===== src/rtl/udpdc_pkg.sv =====
package udpdc_pkg;

  // Width of the configuration register index on the write channel.
  localparam int unsigned CfgIdxW = 8;

  // Configuration register indexes.
  typedef enum logic [CfgIdxW-1:0] {
    CFG_IPV4_PREFIX = 8'd0,
    CFG_IPV4_MASK   = 8'd1,
    CFG_IPV6_TOP16  = 8'd2,
    CFG_UDP_PORT    = 8'd3
  } cfg_idx_e;

  // Reset values of the configuration registers.
  localparam logic [31:0] IPV4_PREFIX_RST = 32'hC612_0000;
  localparam logic [31:0] IPV4_MASK_RST   = 32'hFFFF_FF00;
  localparam logic [15:0] IPV6_TOP16_RST  = 16'hFD00;
  localparam logic [15:0] UDP_PORT_RST    = 16'd1234;

  // EtherType and protocol codes.
  localparam logic [15:0] ETH_TYPE_IPV4 = 16'h0800;
  localparam logic [15:0] ETH_TYPE_IPV6 = 16'h86DD;
  localparam logic [15:0] ETH_TYPE_VLAN = 16'h8100;
  localparam logic [15:0] ETH_TYPE_QINQ = 16'h88A8;
  localparam logic [7:0]  PROTO_UDP     = 8'd17;

  // Frame offsets.
  localparam int unsigned OffW = 7;
  localparam logic [OffW-1:0] OFF_MAX       = 7'd127;
  localparam logic [OffW-1:0] OFF_TYPE_HI   = 7'd12;
  localparam logic [OffW-1:0] OFF_TYPE_LO   = 7'd13;
  localparam logic [OffW-1:0] OFF_TAG_HI    = 7'd16;
  localparam logic [OffW-1:0] OFF_TAG_LO    = 7'd17;
  localparam logic [OffW-1:0] BASE_UNTAGGED = 7'd14;
  localparam logic [OffW-1:0] BASE_TAGGED   = 7'd18;

  // Offsets relative to the start of the IP header.
  localparam logic [OffW-1:0] V4_REL_PROTO    = 7'd9;
  localparam logic [OffW-1:0] V4_REL_ADDR_LO  = 7'd16;
  localparam logic [OffW-1:0] V4_REL_ADDR_HI  = 7'd19;
  localparam logic [OffW-1:0] V4_REL_PORT_HI  = 7'd22;
  localparam logic [OffW-1:0] V4_REL_PORT_LO  = 7'd23;
  localparam logic [OffW-1:0] V6_REL_NEXT     = 7'd6;
  localparam logic [OffW-1:0] V6_REL_ADDR_HI  = 7'd24;
  localparam logic [OffW-1:0] V6_REL_ADDR_LO  = 7'd25;
  localparam logic [OffW-1:0] V6_REL_PORT_HI  = 7'd42;
  localparam logic [OffW-1:0] V6_REL_PORT_LO  = 7'd43;

  // Minimum final-byte offset, relative to the start of the IP header, for a frame
  // to hold the UDP header (IP and UDP header length minus one).
  localparam logic [OffW-1:0] V4_LAST_MIN = 7'd27;
  localparam logic [OffW-1:0] V6_LAST_MIN = 7'd47;

endpackage


===== src/rtl/udp_packet_drop_classifier_top.sv =====
// Verdict path: the final frame byte sits in the input register, and its verdict is
// registered in the result register when that byte advances.
// Throughput: one frame byte per cycle; a final byte waits only while an earlier
// verdict is still held in the result register.
// Reset: asynchronous, active low; clears the parse state, the pipeline valid flags and
// restores the configuration registers to their default values.
module udp_packet_drop_classifier_top (
  input  logic                          clk_i,
  input  logic                          rst_ni,
  // Frame byte channel
  input  logic                          in_valid_i,
  output logic                          in_stall_o,
  input  logic [7:0]                    frame_byte_i,
  input  logic                          frame_end_i,
  // Verdict channel
  output logic                          out_valid_o,
  input  logic                          out_stall_i,
  output logic                          drop_o,
  // Configuration write channel
  input  logic                          cfg_valid_i,
  output logic                          cfg_ready_o,
  input  logic [udpdc_pkg::CfgIdxW-1:0] cfg_index_i,
  input  logic [31:0]                   cfg_data_i
);
  import udpdc_pkg::*;

  // Configuration registers.
  logic [31:0] ipv4_prefix_q, ipv4_mask_q;
  logic [15:0] ipv6_top16_q, udp_port_q;

  // Input register.
  logic       in_valid_q;
  logic [7:0] in_byte_q;
  logic       in_end_q;

  // Parse state.
  logic [OffW-1:0] offset_q, offset_d;
  logic [15:0]     ether_kind_q, ether_kind_d;
  logic            tagged_q, tagged_d;
  logic            is_udp_q, is_udp_d;
  logic [31:0]     addr_q, addr_d;
  logic [15:0]     port_q, port_d;

  // Result register.
  logic out_valid_q;
  logic drop_q, drop_d;

  // Handshake control.
  logic advance;
  logic in_accept;
  logic out_free;

  assign cfg_ready_o = 1'b1;

  // The output slot is free when empty or being taken this cycle.
  assign out_free   = !out_valid_q || !out_stall_i;
  // A middle byte never needs the output slot; a final byte waits for it.
  assign advance    = in_valid_q && (!in_end_q || out_free);
  assign in_stall_o = in_valid_q && !advance;
  assign in_accept  = in_valid_i && !in_stall_o;

  assign out_valid_o = out_valid_q;
  assign drop_o      = drop_q;

  // Configuration writes.
  always_ff @(posedge clk_i or negedge rst_ni) begin
    if (!rst_ni) begin
      ipv4_prefix_q <= IPV4_PREFIX_RST;
      ipv4_mask_q   <= IPV4_MASK_RST;
      ipv6_top16_q  <= IPV6_TOP16_RST;
      udp_port_q    <= UDP_PORT_RST;
    end else if (cfg_valid_i && cfg_ready_o) begin
      case (cfg_idx_e'(cfg_index_i))
        CFG_IPV4_PREFIX: ipv4_prefix_q <= cfg_data_i;
        CFG_IPV4_MASK:   ipv4_mask_q   <= cfg_data_i;
        CFG_IPV6_TOP16:  ipv6_top16_q  <= cfg_data_i[15:0];
        CFG_UDP_PORT:    udp_port_q    <= cfg_data_i[15:0];
        default: ;
      endcase
    end
  end

  // Input register: loads whenever it is empty or moving on.
  always_ff @(posedge clk_i or negedge rst_ni) begin
    if (!rst_ni) begin
      in_valid_q <= 1'b0;
    end else if (!in_stall_o) begin
      in_valid_q <= in_valid_i;
    end
  end

  always_ff @(posedge clk_i) begin
    if (in_accept) begin
      in_byte_q <= frame_byte_i;
      in_end_q  <= frame_end_i;
    end
  end

  // Header parse for one byte and the verdict on the final byte.
  always_comb begin
    logic [OffW-1:0] base;
    logic [OffW-1:0] base_new;
    logic [OffW-1:0] rel;
    logic            v4;
    logic            v6;
    logic            in_ip;
    logic            port_ok;

    base  = tagged_q ? BASE_TAGGED : BASE_UNTAGGED;
    v4    = (ether_kind_q == ETH_TYPE_IPV4);
    v6    = (ether_kind_q == ETH_TYPE_IPV6);
    rel   = offset_q - base;
    in_ip = (offset_q >= base) && (v4 || v6);

    ether_kind_d = ether_kind_q;
    tagged_d     = tagged_q;
    is_udp_d     = is_udp_q;
    addr_d       = addr_q;
    port_d       = port_q;

    // EtherType, taken again after a tag.
    if (offset_q == OFF_TYPE_HI || offset_q == OFF_TYPE_LO ||
        (tagged_q && (offset_q == OFF_TAG_HI || offset_q == OFF_TAG_LO))) begin
      ether_kind_d = {ether_kind_q[7:0], in_byte_q};
    end
    if (offset_q == OFF_TYPE_LO &&
        (ether_kind_d == ETH_TYPE_VLAN || ether_kind_d == ETH_TYPE_QINQ)) begin
      tagged_d = 1'b1;
    end

    // Protocol, destination address and UDP port fields.
    if (in_ip && v4) begin
      if (rel == V4_REL_PROTO) is_udp_d = (in_byte_q == PROTO_UDP);
      if (rel >= V4_REL_ADDR_LO && rel <= V4_REL_ADDR_HI) begin
        addr_d = {addr_q[23:0], in_byte_q};
      end
      if (rel == V4_REL_PORT_HI || rel == V4_REL_PORT_LO) begin
        port_d = {port_q[7:0], in_byte_q};
      end
    end else if (in_ip) begin
      if (rel == V6_REL_NEXT) is_udp_d = (in_byte_q == PROTO_UDP);
      if (rel == V6_REL_ADDR_HI || rel == V6_REL_ADDR_LO) begin
        addr_d = {16'd0, addr_q[7:0], in_byte_q};
      end
      if (rel == V6_REL_PORT_HI || rel == V6_REL_PORT_LO) begin
        port_d = {port_q[7:0], in_byte_q};
      end
    end

    // Verdict from the state including this byte.
    base_new = tagged_d ? BASE_TAGGED : BASE_UNTAGGED;
    port_ok  = (port_d == udp_port_q);
    drop_d   = 1'b0;
    if (ether_kind_d == ETH_TYPE_IPV4) begin
      drop_d = (offset_q >= base_new + V4_LAST_MIN) && is_udp_d && port_ok &&
               ((addr_d & ipv4_mask_q) == ipv4_prefix_q);
    end else if (ether_kind_d == ETH_TYPE_IPV6) begin
      drop_d = (offset_q >= base_new + V6_LAST_MIN) && is_udp_d && port_ok &&
               (addr_d[15:0] == ipv6_top16_q);
    end

    // Byte offset saturates; the final byte starts a fresh frame.
    offset_d = (offset_q < OFF_MAX) ? offset_q + 7'd1 : offset_q;
    if (in_end_q) begin
      offset_d     = '0;
      ether_kind_d = '0;
      tagged_d     = 1'b0;
      is_udp_d     = 1'b0;
      addr_d       = '0;
      port_d       = '0;
    end
  end

  // Parse state update.
  always_ff @(posedge clk_i or negedge rst_ni) begin
    if (!rst_ni) begin
      offset_q     <= '0;
      ether_kind_q <= '0;
      tagged_q     <= 1'b0;
      is_udp_q     <= 1'b0;
      addr_q       <= '0;
      port_q       <= '0;
    end else if (advance) begin
      offset_q     <= offset_d;
      ether_kind_q <= ether_kind_d;
      tagged_q     <= tagged_d;
      is_udp_q     <= is_udp_d;
      addr_q       <= addr_d;
      port_q       <= port_d;
    end
  end

  // Result register.
  always_ff @(posedge clk_i or negedge rst_ni) begin
    if (!rst_ni) begin
      out_valid_q <= 1'b0;
    end else if (advance && in_end_q) begin
      out_valid_q <= 1'b1;
    end else if (!out_stall_i) begin
      out_valid_q <= 1'b0;
    end
  end

  always_ff @(posedge clk_i) begin
    if (advance && in_end_q) begin
      drop_q <= drop_d;
    end
  end

endmodule


===== config.mk =====
export PLATFORM = sky130hd
export DESIGN_NAME = udp_packet_drop_classifier_top
export DESIGN_NICKNAME = d
export VERILOG_FILES = /design/src/rtl/udpdc_pkg.sv /design/src/rtl/udp_packet_drop_classifier_top.sv
export SDC_FILE = /design/constraint.sdc
export NUM_CORES = 1
export LEC_CHECK = 0
export BUFFER_PORTS_ARGS = -buffer_cell sky130_fd_sc_hd__buf_2
export CELL_PAD_IN_SITES_DETAIL_PLACEMENT = 0
export CELL_PAD_IN_SITES_GLOBAL_PLACEMENT = 1
export CORE_ASPECT_RATIO = 1.2
export CORE_MARGIN = 4
export CORE_UTILIZATION = 37
export DETAILED_ROUTE_END_ITERATION = 6
export PLACE_DENSITY_LB_ADDON = 0.1
export SLEW_MARGIN = 20
export SYNTH_ARGS = -nofsm -noshare
export SYNTH_HDL_FRONTEND = slang
export SYNTH_SLANG_ARGS = --single-unit
export TNS_END_PERCENT = 30

===== constraint.sdc =====
create_clock -name clk_i -period 4.6 [get_ports clk_i]
set_input_delay 0.46 -clock clk_i [delete_from_list [all_inputs] [get_ports clk_i]]
set_output_delay 0.46 -clock clk_i [all_outputs]
set_load 0.005 [all_outputs]

Word level (Yosys, flattened, before mapping)
Index checks and enable logic that the tools add are counted.

word-level totals
  bits in writable memories = 0
  bits in latches = 0
  ROM bits = 0
  register bits = 181
  memories = 0
  input bits = 54

operators by class
  $add $sub $neg = 4
  multiplexer cells = 27
  equal/unequal tests = 26
  div/mod/pow operators = 0
  $lt $le $gt $ge = 6
  $mul = 0
  reductions and logical operators = 37
  bitwise gates (word level) = 1
  shifts and indexed selects = 0

operators with widths
  kind                                                               count
  32-bit 2-to-1 mux                                                  5
  16-bit 2-to-1 mux                                                  7
  16-bit == test, second input constant                              4
  7-bit by 5-bit == test with 1-bit output, second input constant    6
  32-bit AND                                                         1
  16-bit by 12-bit == test with 1-bit output, second input constant  2
  16-bit == test                                                     2
  32-bit == test                                                     1
  7-bit by 4-bit == test with 1-bit output, second input constant    3
  8-bit by 2-bit == test with 1-bit output, second input constant    2
  1-bit logical AND                                                  15
  7-bit by 6-bit == test with 1-bit output, second input constant    2
  7-bit 2-to-1 mux                                                   2
  1-bit 2-to-1 mux                                                   11
  1-bit logical OR                                                   10
  5-bit 2-to-1 mux                                                   2
  2-bit AND reduction                                                5
  8-bit by 1-bit == test with 1-bit output, second input constant    1
  8-bit by 5-bit == test with 1-bit output, second input constant    1
  8-bit logical NOT                                                  1
  5-bit by 6-bit adder with 7-bit output, second input constant      1
  7-bit by 1-bit adder with 7-bit output, second input constant      1
  7-bit by 3-bit == test with 1-bit output, second input constant    1
  7-bit by 5-bit greater-or-equal comparator with 1-bit output       1
  other kinds (10)                                                   14

Logic depth before layout (Yosys ltp)
  depth after elaboration = 17
  mapped depth = 19

Worst setup path after synthesis
No wires, ideal clock.

  path type = reg-to-reg
  from = reg offset_q[1]
  to = reg drop_q, in the netlist drop_o, data pin
  setup time = 0.190 ns
  cell stages (with the launch flop) = 19
  buffers on the path = 2
  arrival time = 3.746 ns
  path slack = 0.664 ns
  cell sequence = dfrtp_1 -> inv_1 -> ha_1 -> o221ai_1 -> clkbuf_1 -> clkbuf_1 -> o21ai_0 -> a31oi_1 -> inv_1 -> ha_1 -> nor2_1 -> o21ai_0 -> nand2b_1 -> a21oi_1 -> nor4_1 -> o2111ai_1 -> nor4_2 -> nand4_1 -> a2111oi_2

between the ends
  word-level cells in the longest chain between the ends = 17
  elaborated cells on any way between the ends = 63

RTL lines
  element                                   RTL line                               RTL
  start: declaration                        udp_packet_drop_classifier_top.sv:37   logic [OffW-1:0] offset_q, offset_d;
  start signal: assignment                  udp_packet_drop_classifier_top.sv:184  offset_q <= offset_d;
  7-bit by 5-bit == test with 1-bit output  udp_packet_drop_classifier_top.sv:123  (tagged_q && (offset_q == OFF_TAG_HI || offset_q == OFF_TAG_LO))) begin
  1-bit logical OR                          udp_packet_drop_classifier_top.sv:123
  1-bit logical AND                         udp_packet_drop_classifier_top.sv:123
  1-bit logical OR                          udp_packet_drop_classifier_top.sv:122  if (offset_q == OFF_TYPE_HI || offset_q == OFF_TYPE_LO ||
  16-bit 2-to-1 mux                         udp_packet_drop_classifier_top.sv:122
  16-bit == test                            udp_packet_drop_classifier_top.sv:127  (ether_kind_d == ETH_TYPE_VLAN || ether_kind_d == ETH_TYPE_QINQ)) begin
  1-bit logical OR                          udp_packet_drop_classifier_top.sv:127
  1-bit logical AND                         udp_packet_drop_classifier_top.sv:126  if (offset_q == OFF_TYPE_LO &&
  1-bit 2-to-1 mux                          udp_packet_drop_classifier_top.sv:126
  5-bit 2-to-1 mux                          udp_packet_drop_classifier_top.sv:151  base_new = tagged_d ? BASE_TAGGED : BASE_UNTAGGED;
  5-bit by 6-bit adder with 7-bit output    udp_packet_drop_classifier_top.sv:158  drop_d = (offset_q >= base_new + V6_LAST_MIN) && is_udp_d && port_ok &&
  7-bit greater-or-equal comparator         udp_packet_drop_classifier_top.sv:158
  1-bit logical AND (3 in a row)            udp_packet_drop_classifier_top.sv:158
  1-bit 2-to-1 mux                          udp_packet_drop_classifier_top.sv:157  end else if (ether_kind_d == ETH_TYPE_IPV6) begin
  1-bit 2-to-1 mux *                        udp_packet_drop_classifier_top.sv:154  if (ether_kind_d == ETH_TYPE_IPV4) begin
  named net drop_d                          udp_packet_drop_classifier_top.sv:46   logic drop_q, drop_d;
  end signal: assignment                    udp_packet_drop_classifier_top.sv:206  drop_q <= drop_d;
  end: declaration                          udp_packet_drop_classifier_top.sv:46

Mark *: on every way through the listed nets, which the timed path passes. The rest lies on a longest branch.
A chain may end at the register's enable or synchronous reset.

Worst setup path in the final report
Same ends and word-level chain as after synthesis.

==> metrics.csv <==
metric;value;unit
run_status;completed;
maxSlewHeadroom;25.1;%
async_reset_ff_share;94.5;%
critPathCaptureType;flop;
hold_viol;0;
dp_hpwl;21.1;mm
slew_viol_final;0;
max_cap_violations;0;
min_period;4170;ps
synth_warnings;0;
syn_inst;990;
syn_area;10100;µm²
grt_util_met1;29.8;%
synth_top_area_share;32.1;%
skew;13.8;ps
gp_congestion;0.829;
crit_type;reg -> reg;
ys.flop_type;dfrtp_1;
worst_pin_slew;1120;ps
synth_cell_type_count;74;
drc;0;
grt_pass1_wl;47.0;mm
timing.final.crit_share;90.7;%
ctsHoldBuffers;0;
max_freq;0.240;GHz
drtIter0Drc;436;
cts_tree;yes;
use_met2;31.4;%
cts_buffer_depth;2;
grt_overflow;0;
setup_viol;0;
cts_resized;0;
grtUsageMet3;2.87;%
die-area;29900;µm²
fin_area;11400;µm²
powerDensity;331;nW/µm²
drt.antenna.violating_nets;0;
die_w;159;µm
grtUsageTotal;20.2;%
synth_edf_count;10;
yosys.area.top_type;dfrtp_1;
nNetsFinal;1114;
firstDrtPassIters;7;
drive_gt1_share;26.9;%
rows;65;
pin_count;58;
cts_sinks;181;
syn-mean-instance-area;10.2;µm²
ir_worst_vdd;198;µV
clk_latency;440;ps
die_h;189;µm
cp_max_fo;17;
cts_buffers;17;
diodes;0;
syn2layout_area_growth;13.7;%
postCtsSetupBuffers;0;
synthTopCellsByArea;dfrtp_1 32%, dfstp_2 11%, mux2_2 10%;
grt_pass1_vias;7718;
antenna_found_initial;0;
cts_root_buf;clkbuf_16;
fin_tns_setup;0;ps
start_kind;flop;
grt-busiest-layer;met2;
hold_path.class;in -> async;
io_buffers;56;
post-route-util;43.0;%
h-tree-depth;4;
clk_pin_slew;70;ps
ys_seq_area_share;46.0;%
ys_seq_elements;181;
rsz0062_at_grt;no;
p_leak;4.82;nW
via_per_inst;5.62;
routedWlPerCell;21.1;µm
synth_fp_nets;1061;
placed_area;10800;µm²
grt_max_degree;81;
core;26600;µm²
fillers;2609;
cp_data_arrival_time;4420;ps
initial_core_util;37.8;%
vias;7818;
drt-total-wl;29.4;mm
critical_path_required;4840;ps
[through the flow]
step	hold slack (ps)	setup slack (ps)	power, mW	cells
3_3_place_gp	460	335	2.32	1359
3_5_place_dp	466	253	2.32	1359
6_report	85.5	428	3.79	1391
2_1_floorplan	164	664	2.10	990
4_1_cts	103	203	3.84	1391
5_1_grt	146	62.0	3.97	1391
[registers in the layout, summed over array words and instances, names as in the netlist]
| register | count |
|---|---|
| addr_q | 32 |
| drop_o | 1 |
| ether_kind_q | 16 |
| in_byte_q | 8 |
| in_end_q | 1 |
| in_valid_q | 1 |
| ipv4_mask_q | 32 |
| ipv4_prefix_q | 32 |
| ipv6_top16_q | 16 |
| is_udp_q | 1 |
| offset_q | 7 |
| out_valid_o | 1 |
| port_q | 16 |
| tagged_q | 1 |
| udp_port_q | 16 |
[final cells by class]
cell class / instances / area (µm²) / area share [%]
well taps: 335 / 419 / 3.66
flip-flops and latches: 181 / 4630 / 40.5
multi-input cells: 709 / 5060 / 44.3
repair buffers: 93 / 577 / 5.04
clock inverters: 11 / 111 / 0.973
clock buffers: 21 / 482 / 4.21
inverters: 41 / 154 / 1.35
[layout by cell type (no fill, tap or decap), types with 21 or more instances in the layout]
master and count:
dfstp_2 42, buf_4 36, xnor2_1 36, o22ai_1 25
o21ai_0 80, nand2_1 101, dfrtp_1 128, buf_2 55
nor2_1 31, nor4_1 21, inv_1 40, mux2_2 93
a22oi_1 53, a21oi_1 34
[synth_stat cells, drive strengths merged, types with 4 or more instances]
cell	count
a211oi	7
clkbuf	45
a21oi	35
or3	5
dfstp	42
nor2b	12
nor3	16
edfxtp	10
a22oi	54
o22ai	25
o2111ai	4
a31oi	11
a22o	4
nand2b	7
nor2	32
nand4	12
nand4b	5
a32oi	5
nor3b	4
mux2i	17
and2	4
nor4	22
nand2	102
ha	16
mux2	94
inv	40
nand3	13
o31ai	4
buf	14
xor2	20
dfrtp	129
o21ai	81
xnor2	36
and3	18
[cell families (layout without fill, tap and decap cells)]
group	Yosys count	after routing	share of synthesized area (%)
AND/OR/NAND/NOR	271	271	14.3
AO/OA/AOI/OAI	253	253	16.2
flip-flops	181	181	46.0
multiplexers	111	111	12.2
buffers and inverters	100	166	4.18
XOR/XNOR	56	56	4.87
adder cells (fa/ha/maj)	17	17	2.19
other	1	1	0.0373
[where the power goes]
part           leakage [nW]  internal, mW  switching [mW]  total [mW]
registers              2.28          1.71           0.105        1.81
clock network         0.287         0.818           0.679        1.50
logic                  2.26         0.200           0.281       0.481
total                  4.82          2.73            1.07        3.79
[metal layers]
metal  up-vias  part of all wire [%]
met5         -                     0
met4         0                   1.3
met3        22                   3.4
met2       173                    48
met1      3888                    47
li1       3735                     -
[path summary, 6_finish.rpt]
path	from	end	slack, ps	cells after the start
min in group clk_i	frame_byte_i[7]	in_byte_q[7]$_DFFE_PP_	190	1
hold / removal	rst_ni	ether_kind_q[8]$_DFFE_PN0P_	90	1
max in group asynchronous	rst_ni	ipv4_mask_q[23]$_DFFE_PN1P_	3470	2
hold reg to reg	is_udp_q$_DFFE_PN0P_	is_udp_q$_DFFE_PN0P_	480	2
setup reg to reg	offset_q[1]$_DFFE_PN0P_	drop_o$_DFFE_PP_	430	13
setup / recovery	offset_q[1]$_DFFE_PN0P_	drop_o$_DFFE_PP_	430	13
[critical path, stage by stage (launching register included)]
cell	delay [ps]
dfrtp_1	380
buf_4	170
fa_1	480
xor2_1	210
nor3_1	360
a22oi_2	200
or3_4	490
buf_4	220
a31oi_1	260
xor2_1	210
o2111ai_1	140
nor4_1	380
nand4_1	160
a2111oi_2	310
No activity file was read; power rests on OpenSTA's default activity.
